## src/rtl/core/ccbr_pkg.sv

```systemverilog
`timescale 1ns / 1ps
// ---------------------------------------------------------------------------
// Credit counter package
// Opcodes, register indexes, widths and reset values shared by the core.
// ---------------------------------------------------------------------------
package ccbr_pkg;

    localparam int CREDIT_WIDTH_DEF = 16;
    localparam int STAT_WIDTH_DEF   = 32;
    localparam int OP_WIDTH         = 3;
    localparam int CFG_INDEX_WIDTH  = 3;

    // Register reset values, truncated to the credit width where used.
    localparam int RST_INITIAL_CREDITS = 64;
    localparam int RST_MAX_CREDITS     = 64;
    localparam int RST_MIN_CREDITS     = 8;
    localparam int RST_PARTIAL_RESERVE = 0;
    localparam int RST_BATCH_THRESHOLD = 1;

    typedef enum logic [OP_WIDTH-1:0] {
        OP_ACQUIRE     = 3'd0,
        OP_PARTIAL     = 3'd1,
        OP_RETURN      = 3'd2,
        OP_BATCH       = 3'd3,
        OP_RESET_STATS = 3'd4,
        OP_RESTART     = 3'd5,
        OP_QUERY       = 3'd6
    } ccbr_op_t;

    typedef enum logic [CFG_INDEX_WIDTH-1:0] {
        CFG_INITIAL_CREDITS = 3'd0,
        CFG_MAX_CREDITS     = 3'd1,
        CFG_MIN_CREDITS     = 3'd2,
        CFG_RESERVE_ENABLE  = 3'd3,
        CFG_PARTIAL_RESERVE = 3'd4,
        CFG_BATCH_THRESHOLD = 3'd5
    } ccbr_cfg_t;

    // Control handed from the handshake stage to the credit engine.
    typedef struct packed {
        logic     fire;
        ccbr_op_t op;
    } ccbr_ctrl_t;

endpackage

```

## src/rtl/core/ccbr_engine.sv

```systemverilog
`timescale 1ns / 1ps
// ---------------------------------------------------------------------------
// Credit engine
// Configuration registers, credit state and statistics, and the
// update that one operation applies to them.
// ---------------------------------------------------------------------------
module ccbr_engine
    import ccbr_pkg::*;
#(
    parameter int CREDIT_WIDTH = CREDIT_WIDTH_DEF,
    parameter int STAT_WIDTH   = STAT_WIDTH_DEF
) (
    input  logic                       aclk,
    input  logic                       aresetn,
    input  logic                       cfg_we,
    input  logic [CFG_INDEX_WIDTH-1:0] cfg_addr,
    input  logic [CREDIT_WIDTH-1:0]    cfg_wdata,
    input  ccbr_ctrl_t                 ctrl,
    input  logic [CREDIT_WIDTH-1:0]    amount,
    output logic                       res_blocked,
    output logic [CREDIT_WIDTH-1:0]    res_granted,
    output logic [CREDIT_WIDTH-1:0]    res_available,
    output logic                       res_backpressured,
    output logic [CREDIT_WIDTH-1:0]    res_lowest,
    output logic [CREDIT_WIDTH-1:0]    res_highest,
    output logic [STAT_WIDTH-1:0]      res_attempts,
    output logic [STAT_WIDTH-1:0]      res_successes,
    output logic [STAT_WIDTH-1:0]      res_refusals,
    output logic [STAT_WIDTH-1:0]      res_partials,
    output logic [STAT_WIDTH-1:0]      res_returned,
    output logic [STAT_WIDTH-1:0]      res_flushes
);

    localparam int CW = CREDIT_WIDTH;
    localparam int SW = STAT_WIDTH;

    logic [CW-1:0] initial_reg, max_reg, min_reg, reserve_reg, threshold_reg;
    logic          reserve_en_reg;

    logic [CW-1:0] credits_reg, credits_next;
    logic [CW-1:0] pending_reg, pending_next;
    logic [CW-1:0] low_reg, low_next;
    logic [CW-1:0] high_reg, high_next;
    logic [SW-1:0] attempts_reg, attempts_next;
    logic [SW-1:0] successes_reg, successes_next;
    logic [SW-1:0] refusals_reg, refusals_next;
    logic [SW-1:0] partials_reg, partials_next;
    logic [SW-1:0] returned_reg, returned_next;
    logic [SW-1:0] flushes_reg, flushes_next;

    logic [CW-1:0] floor_lvl;
    logic [CW:0]   acq_need;
    logic          acq_ok;
    logic [CW-1:0] usable;
    logic [CW-1:0] part_grant;
    logic [CW:0]   pend_sum;
    logic [CW-1:0] pend_sat;
    logic          flush_hit;
    logic [CW-1:0] ret_amt;
    logic [CW:0]   ret_sum;
    logic [CW-1:0] ret_credits;
    logic          do_return;

    // Configuration writes.
    always_ff @(posedge aclk) begin
        if (!aresetn) begin
            initial_reg    <= CW'(RST_INITIAL_CREDITS);
            max_reg        <= CW'(RST_MAX_CREDITS);
            min_reg        <= CW'(RST_MIN_CREDITS);
            reserve_en_reg <= 1'b0;
            reserve_reg    <= CW'(RST_PARTIAL_RESERVE);
            threshold_reg  <= CW'(RST_BATCH_THRESHOLD);
        end else if (cfg_we) begin
            unique case (ccbr_cfg_t'(cfg_addr))
                CFG_INITIAL_CREDITS: initial_reg    <= cfg_wdata;
                CFG_MAX_CREDITS:     max_reg        <= cfg_wdata;
                CFG_MIN_CREDITS:     min_reg        <= cfg_wdata;
                CFG_RESERVE_ENABLE:  reserve_en_reg <= cfg_wdata[0];
                CFG_PARTIAL_RESERVE: reserve_reg    <= cfg_wdata;
                CFG_BATCH_THRESHOLD: threshold_reg  <= cfg_wdata;
                default: ;
            endcase
        end
    end

    // Shared arithmetic, all one bit wider where a sum must not wrap.
    always_comb begin
        floor_lvl  = (reserve_en_reg && (reserve_reg > min_reg)) ? reserve_reg : min_reg;
        acq_need   = {1'b0, amount} + {1'b0, floor_lvl};
        acq_ok     = ({1'b0, credits_reg} >= acq_need);
        usable     = (credits_reg > floor_lvl) ? (credits_reg - floor_lvl) : '0;
        part_grant = (amount < usable) ? amount : usable;
        pend_sum   = {1'b0, pending_reg} + {1'b0, amount};
        pend_sat   = pend_sum[CW] ? '1 : pend_sum[CW-1:0];
        flush_hit  = (pend_sat >= threshold_reg);
        ret_amt    = (ccbr_op_t'(ctrl.op) == OP_RETURN) ? amount : pend_sat;
        ret_sum    = {1'b0, credits_reg} + {1'b0, ret_amt};
        ret_credits = (ret_sum < {1'b0, max_reg}) ? ret_sum[CW-1:0] : max_reg;
    end

    always_comb begin
        credits_next   = credits_reg;
        pending_next   = pending_reg;
        low_next       = low_reg;
        high_next      = high_reg;
        attempts_next  = attempts_reg;
        successes_next = successes_reg;
        refusals_next  = refusals_reg;
        partials_next  = partials_reg;
        returned_next  = returned_reg;
        flushes_next   = flushes_reg;
        res_blocked    = 1'b0;
        res_granted    = '0;
        do_return      = 1'b0;

        unique case (ctrl.op)
            OP_ACQUIRE: begin
                attempts_next = attempts_reg + SW'(1);
                if (!acq_ok) begin
                    res_blocked   = 1'b1;
                    refusals_next = refusals_reg + SW'(1);
                end else begin
                    credits_next   = credits_reg - amount;
                    res_granted    = amount;
                    successes_next = successes_reg + SW'(1);
                    if (credits_next < low_reg) begin
                        low_next = credits_next;
                    end
                end
            end
            OP_PARTIAL: begin
                attempts_next = attempts_reg + SW'(1);
                if (usable == '0) begin
                    refusals_next = refusals_reg + SW'(1);
                end else begin
                    res_granted   = part_grant;
                    credits_next  = credits_reg - part_grant;
                    partials_next = partials_reg + SW'(1);
                    if (credits_next < low_reg) begin
                        low_next = credits_next;
                    end
                end
                // A zero request with usable credits still counts as a partial.
                res_blocked = (res_granted == '0);
            end
            OP_RETURN: begin
                do_return = 1'b1;
            end
            OP_BATCH: begin
                if (flush_hit) begin
                    pending_next = '0;
                    if (pend_sat != '0) begin
                        do_return    = 1'b1;
                        flushes_next = flushes_reg + SW'(1);
                    end
                end else begin
                    pending_next = pend_sat;
                end
            end
            OP_RESET_STATS: begin
                attempts_next  = '0;
                successes_next = '0;
                refusals_next  = '0;
                partials_next  = '0;
                returned_next  = '0;
                flushes_next   = '0;
                low_next       = initial_reg;
                high_next      = initial_reg;
            end
            OP_RESTART: begin
                credits_next = initial_reg;
            end
            default: ;
        endcase

        if (do_return) begin
            credits_next  = ret_credits;
            returned_next = returned_reg + SW'(ret_amt);
            if (ret_credits > high_reg) begin
                high_next = ret_credits;
            end
        end
    end

    always_ff @(posedge aclk) begin
        if (!aresetn) begin
            credits_reg   <= CW'(RST_INITIAL_CREDITS);
            pending_reg   <= '0;
            low_reg       <= CW'(RST_INITIAL_CREDITS);
            high_reg      <= CW'(RST_INITIAL_CREDITS);
            attempts_reg  <= '0;
            successes_reg <= '0;
            refusals_reg  <= '0;
            partials_reg  <= '0;
            returned_reg  <= '0;
            flushes_reg   <= '0;
        end else if (ctrl.fire) begin
            credits_reg   <= credits_next;
            pending_reg   <= pending_next;
            low_reg       <= low_next;
            high_reg      <= high_next;
            attempts_reg  <= attempts_next;
            successes_reg <= successes_next;
            refusals_reg  <= refusals_next;
            partials_reg  <= partials_next;
            returned_reg  <= returned_next;
            flushes_reg   <= flushes_next;
        end
    end

    assign res_available     = credits_next;
    assign res_backpressured = (credits_next <= floor_lvl);
    assign res_lowest        = low_next;
    assign res_highest       = high_next;
    assign res_attempts      = attempts_next;
    assign res_successes     = successes_next;
    assign res_refusals      = refusals_next;
    assign res_partials      = partials_next;
    assign res_returned      = returned_next;
    assign res_flushes       = flushes_next;

endmodule

```

## src/rtl/core/credit_counter_with_batch_return_core.sv

```systemverilog
`timescale 1ns / 1ps
// ---------------------------------------------------------------------------
// Credit counter with batch return
// Credit pool with floor, saturating returns, batched returns and statistics.
// ---------------------------------------------------------------------------
// The core takes one operation beat per cycle while the output is not
// stalled, and returns exactly one result beat for it: the beat is
// captured in an input register, the credit engine applies it in
// combinational logic, and the result lands in an output register. The
// loop that sets the rate is the credit state update, one compare and one
// add or subtract wide, which completes each cycle. s_tready stays high
// while the input register is empty or the output register is free or
// being drained, so a stalled result still lets one beat into the
// input register. Configuration writes are taken at any time and must
// only be made while no beat is in flight.
module credit_counter_with_batch_return_core
    import ccbr_pkg::*;
#(
    parameter int CREDIT_WIDTH = CREDIT_WIDTH_DEF,
    parameter int STAT_WIDTH   = STAT_WIDTH_DEF,
    localparam int IN_BITS     = OP_WIDTH + CREDIT_WIDTH,
    localparam int IN_TDATA_W  = ((IN_BITS + 7) / 8) * 8,
    localparam int OUT_BITS    = 2 + 4 * CREDIT_WIDTH + 6 * STAT_WIDTH,
    localparam int OUT_TDATA_W = ((OUT_BITS + 7) / 8) * 8
) (
    input  logic                       aclk,
    input  logic                       aresetn,
    input  logic                       cfg_we,
    input  logic [CFG_INDEX_WIDTH-1:0] cfg_addr,
    input  logic [CREDIT_WIDTH-1:0]    cfg_wdata,
    input  logic                       s_tvalid,
    output logic                       s_tready,
    // opcode, amount
    input  logic [IN_TDATA_W-1:0]      s_tdata,
    output logic                       m_tvalid,
    input  logic                       m_tready,
    // blocked, granted, available, backpressured, lowest_seen, highest_seen,
    // attempt_count, success_count, block_count, partial_count,
    // returned_total, flush_count
    output logic [OUT_TDATA_W-1:0]     m_tdata
);

    localparam int CW = CREDIT_WIDTH;
    localparam int SW = STAT_WIDTH;

    logic                in_valid_reg, in_valid_next;
    logic [OP_WIDTH-1:0] in_op_reg;
    logic [CW-1:0]       in_amount_reg;
    logic                out_valid_reg, out_valid_next;
    logic [OUT_BITS-1:0] out_data_reg;

    logic       advance;
    logic       in_take;
    ccbr_ctrl_t ctrl;

    logic          res_blocked, res_backpressured;
    logic [CW-1:0] res_granted, res_available, res_lowest, res_highest;
    logic [SW-1:0] res_attempts, res_successes, res_refusals;
    logic [SW-1:0] res_partials, res_returned, res_flushes;

    assign advance  = in_valid_reg && (!out_valid_reg || m_tready);
    assign s_tready = !in_valid_reg || advance;
    assign in_take  = s_tvalid && s_tready;

    assign ctrl.fire = advance;
    assign ctrl.op   = ccbr_op_t'(in_op_reg);

    always_comb begin
        in_valid_next = in_take ? 1'b1 : (advance ? 1'b0 : in_valid_reg);
        out_valid_next = advance ? 1'b1 : (m_tready ? 1'b0 : out_valid_reg);
    end

    always_ff @(posedge aclk) begin
        if (!aresetn) begin
            in_valid_reg  <= 1'b0;
            out_valid_reg <= 1'b0;
        end else begin
            in_valid_reg  <= in_valid_next;
            out_valid_reg <= out_valid_next;
        end
    end

    always_ff @(posedge aclk) begin
        if (in_take) begin
            in_op_reg     <= s_tdata[OP_WIDTH-1:0];
            in_amount_reg <= s_tdata[IN_BITS-1:OP_WIDTH];
        end
        if (advance) begin
            out_data_reg <= {res_flushes, res_returned, res_partials, res_refusals,
                             res_successes, res_attempts, res_highest, res_lowest,
                             res_backpressured, res_available, res_granted,
                             res_blocked};
        end
    end

    ccbr_engine #(
        .CREDIT_WIDTH(CREDIT_WIDTH),
        .STAT_WIDTH  (STAT_WIDTH)
    ) u_engine (
        .aclk             (aclk),
        .aresetn          (aresetn),
        .cfg_we           (cfg_we),
        .cfg_addr         (cfg_addr),
        .cfg_wdata        (cfg_wdata),
        .ctrl             (ctrl),
        .amount           (in_amount_reg),
        .res_blocked      (res_blocked),
        .res_granted      (res_granted),
        .res_available    (res_available),
        .res_backpressured(res_backpressured),
        .res_lowest       (res_lowest),
        .res_highest      (res_highest),
        .res_attempts     (res_attempts),
        .res_successes    (res_successes),
        .res_refusals     (res_refusals),
        .res_partials     (res_partials),
        .res_returned     (res_returned),
        .res_flushes      (res_flushes)
    );

    assign m_tvalid = out_valid_reg;
    assign m_tdata  = OUT_TDATA_W'(out_data_reg);

endmodule

```

## config.mk

```make
export PLATFORM = sky130hd
export DESIGN_NAME = credit_counter_with_batch_return_core
export DESIGN_NICKNAME = d
export VERILOG_FILES = /design/src/rtl/core/ccbr_pkg.sv /design/src/rtl/core/ccbr_engine.sv /design/src/rtl/core/credit_counter_with_batch_return_core.sv
export SDC_FILE = /design/constraint.sdc
export NUM_CORES = 2
export LEC_CHECK = 0
export BUFFER_PORTS_ARGS = -buffer_cell sky130_fd_sc_hd__buf_2
export CORE_UTILIZATION = 55
export CTS_CLUSTER_DIAMETER = 40
export DETAILED_ROUTE_END_ITERATION = 7
export PLACE_DENSITY_LB_ADDON = 0.05
export SYNTH_ARGS = -nofsm -noshare
export SYNTH_HDL_FRONTEND = slang
export SYNTH_HIERARCHICAL = 1
export SYNTH_SLANG_ARGS = --single-unit
```

## constraint.sdc

```tcl
create_clock -name aclk -period 22.9 [get_ports aclk]
set_input_delay 0 -clock aclk [delete_from_list [all_inputs] [get_ports aclk]]
set_output_delay 0 -clock aclk [all_outputs]
set_load 0.01 [all_outputs]
```

==> qor.csv <==
stage,metric,value,unit
sta,final worst slack,10140,ps
floorplanning,Die Y,263,um
yosys,Post-Synth Simple-Gate Area,0.192,
yosys,Async SR Flop Fraction,0,
setup_path,"Buf+Inv Stages, Crit Path",5,
pwr,pwr dens,84.5,mW/mm^2
global_routing,vias in the first global route,30800,
place,Post-Place Worst Slack,10520,ps
floorplanning,CORE AREA,0.0673,sq mm
place,GP Congestion,0.984,
yosys,Post-synth top flop,dfxtp_1,
drt,Via Count,33800,
sta,worst hold slack,34.3,ps
setup_path,Critical Path Start Type,flop,
yosys,Cell variety after synth,100,
floorplanning,Die ar.,0.0692,sq mm
clock_network,H-tree depth,3,
drt,routed length per instance,21.8,um
yosys,post-synthesis xor/xnor area fraction,0.0280,
clock_network,CTS root buf,clkbuf_16,
drt,initial drt markers,3354,
place,placed insts,5259,
global_routing,largest net degree at the start of global routing,91,
cells_and_area,multi-input logic area,0.0209,sq mm
cells_and_area,Final Instance Count excl. Fillers,5495,
global_routing,GR Overflow Total,0,
yosys,Adder-Cell Fraction of Synth Area,0.0888,
yosys,flop and latch count out of synthesis,616,
yosys,syn avg cell area,8.81,sq um
sta,Worst Max-Slew Pin Slew,1230,ps
drt,antenna-violating nets left,0,
yosys,Post-synth EDFFs,277,
clock_network,# resized after CTS,0,
sta,RSZ-0062 raised after global routing,false,
sta,Pins Over Slew Limit,0,
drt,total wire length,120000,um
clock_network,clk sink count,616,
place,I/O Buffers,302,
yosys,Mapped Cells,4259,
global_routing,gr usage total,0.335,
yosys,"Seq/Total Area, Yosys",0.403,
clock_network,Max clock buf depth,3,
flow_run,Max Cap Viol,0,
cells_and_area,max reg flops,258,
floorplanning,Starting Density,0.558,
global_routing,first-pass GRT wire length,181000,um
setup_path,CP Data Arrival Time,13150,ps
hold_path,HP Class,in -> reg,
yosys,post-synthesis mux area share,0.0408,
drt,DR pass1 iterations,6,
sta,Setup Skew,30.9,ps
sta,# setup viols final,0,
drt,residual DRC count,0,
run_status,status,"complete, no violations",
place,DP HPWL,84700,um
clock_network,worst-skew pair later-pin latency,670,ps
yosys,Compound-Gate Fraction of Synth Area,0.204,
setup_path,critical path's slowest cell,a2111oi_0,
cells_and_area,share of cells above drive strength 1,0.144,
yosys,largest family of logic cells by synthesized area,compound AO/OA/AOI/OAI gates,
setup_path,critical path class,reg -> reg,
yosys,Mapped Area,0.0375,sq mm
sta,setup TNS,0,ps
setup_path,Crit path max-delay family,compound AO/OA/AOI/OAI gates,
cells_and_area,number of fill cells in the layout,5724,
setup_path,CP Data Required Time,23280,ps
sta,post-layout minimum cycle time,12760,ps
sta,final worst-path cycle share,0.557,
setup_path,kind of capture point of the worst setup path,flop,
cells_and_area,fin util,0.651,
sta,Fin. Hold Viols,0,
pwr,Max rail drop VDD,0.0628,mV
setup_path,max incr delay on CP,650,ps
pwr,Lkg Pwr,17.5,nW
setup_path,Critical Path Fanout Max,31,
drt,drt via density,6.16,
cells_and_area,number of nets in the layout,4842,
floorplanning,# IOs,314,
sta,relative slew slack,0.181,
global_routing,antenna violations before repair,3,
yosys,Yosys warnings,6,
clock_network,CTS tree,yes,
floorplanning,row count,95,
clock_network,TritonCTS Buffers,101,
clock_network,Clock transition at path regs,60,ps
cells_and_area,synth-to-layout area growth,16.7,%
setup_path,Most common cell on crit path,a21oi_1,
sta,maximum clock rate,78.3,MHz
cells_and_area,sequential cell area,0.0151,sq mm
floorplanning,die width,263,um
==> path summary, 6_finish.rpt <==
| check | startpoint | slack, ps | to | cells past startpoint |
|---|---|---|---|---|
| max reg2reg | u_engine/min_reg[2]$_SDFFE_PN0P_ | 10140 | out_data_reg[48]$_DFFE_PP_ | 52 |
| max | u_engine/min_reg[2]$_SDFFE_PN0P_ | 10140 | out_data_reg[48]$_DFFE_PP_ | 52 |
| min | s_tdata[18] | 30 | in_amount_reg[15]$_DFFE_PP_ | 2 |
| min reg2reg | u_engine/threshold_reg[15]$_SDFFE_PN0P_ | 460 | u_engine/threshold_reg[15]$_SDFFE_PN0P_ | 2 |
==> where the power goes <==
group	total [mW]	leakage, nW	internal (mW)	switching [mW]
registers	1.23	5.34	1.20	0.0348
logic	0.858	10.4	0.313	0.545
clock network	1.61	1.78	1.01	0.596
total	3.70	17.5	2.52	1.18
==> through the flow <==
stage	power [mW]	instance area, sq um
floorplan	1.82	37500
global placement	2.08	39700
detailed placement	2.08	39700
CTS	3.70	43800
global route	3.84	43800
finish	3.70	43800
==> what timing repair did <==
item                      in CTS  in global routing
buffers inserted               0                  0
hold buffers                  43                  0
hold endpoints to repair     151                  0
==> area by class of cell <==
type / instances / share of cell area
antenna: 1 / 0.0000572
clock buffer: 119 / 0.0624
sequential: 616 / 0.345
timing repair buffer: 401 / 0.0540
tap: 873 / 0.0250
inverter: 180 / 0.0157
multi-input combinational: 3232 / 0.477
clock inverter: 73 / 0.0210
==> metal layers <==
metal / part of all wire / global-route usage / vias to the layer above / wire (um)
met2: 0.45 / 0.535 / 1281 / 54300
met4: 0.051 / 0.161 / 4 / 6160
li1: - / - / 16200 / -
met1: 0.42 / 0.439 / 16100 / 50600
met5: 0.00022 / 0 / - / 27
met3: 0.075 / 0.0615 / 318 / 8950
==> logic make-up after synthesis <==
group | after synthesis
adders and majority gates | 262
other | 1
and+or+nand+nor | 1521
buffers and inverters | 416
muxes | 149
xor gates and xnor gates | 120
DFF | 616
AOI/OAI and AO/OA | 1174
==> synthesized netlist by cell type, types with 76 or more instances <==
cell type    n  area (sq um)
a21oi_1    347          1740
clkbuf_1   195           732
dfxtp_1    339          6790
edfxtp_1   277          8320
ha_1       255          3190
inv_1      179           672
mux2i_1    120          1200
nand2_1    531          1990
nand3_1    165           826
nand4_1     76           475
nor2_1     345          1290
nor3_1      76           380
o21ai_0    244          1220
xnor2_1     78           683
==> worst reg2reg max path: cells and delay by family, from the launching register on <==
kind,cells,cell delay [ps]
buffers and inverters,5,760
muxes,2,600
and+or+nand+nor,10,1710
xor gates and xnor gates,1,280
adders and majority gates,7,2160
AOI/OAI and AO/OA,27,6610
DFF,1,370
==> cells in the final DEF, fill, tap and decap left out, types with 56 or more instances in the layout <==
cell / count
nand2_1: 530
mux2i_1: 120
nor2_1: 340
edfxtp_1: 277
clkbuf_16: 105
buf_4: 57
a21oi_1: 345
dfxtp_1: 339
nand4_1: 76
ha_1: 255
nor3_1: 76
a31oi_1: 56
a21o_1: 74
inv_1: 177
buf_2: 301
o21ai_0: 243
o21a_1: 56
xnor2_1: 78
nand3_1: 165
(Power assumes the default switching activity.)
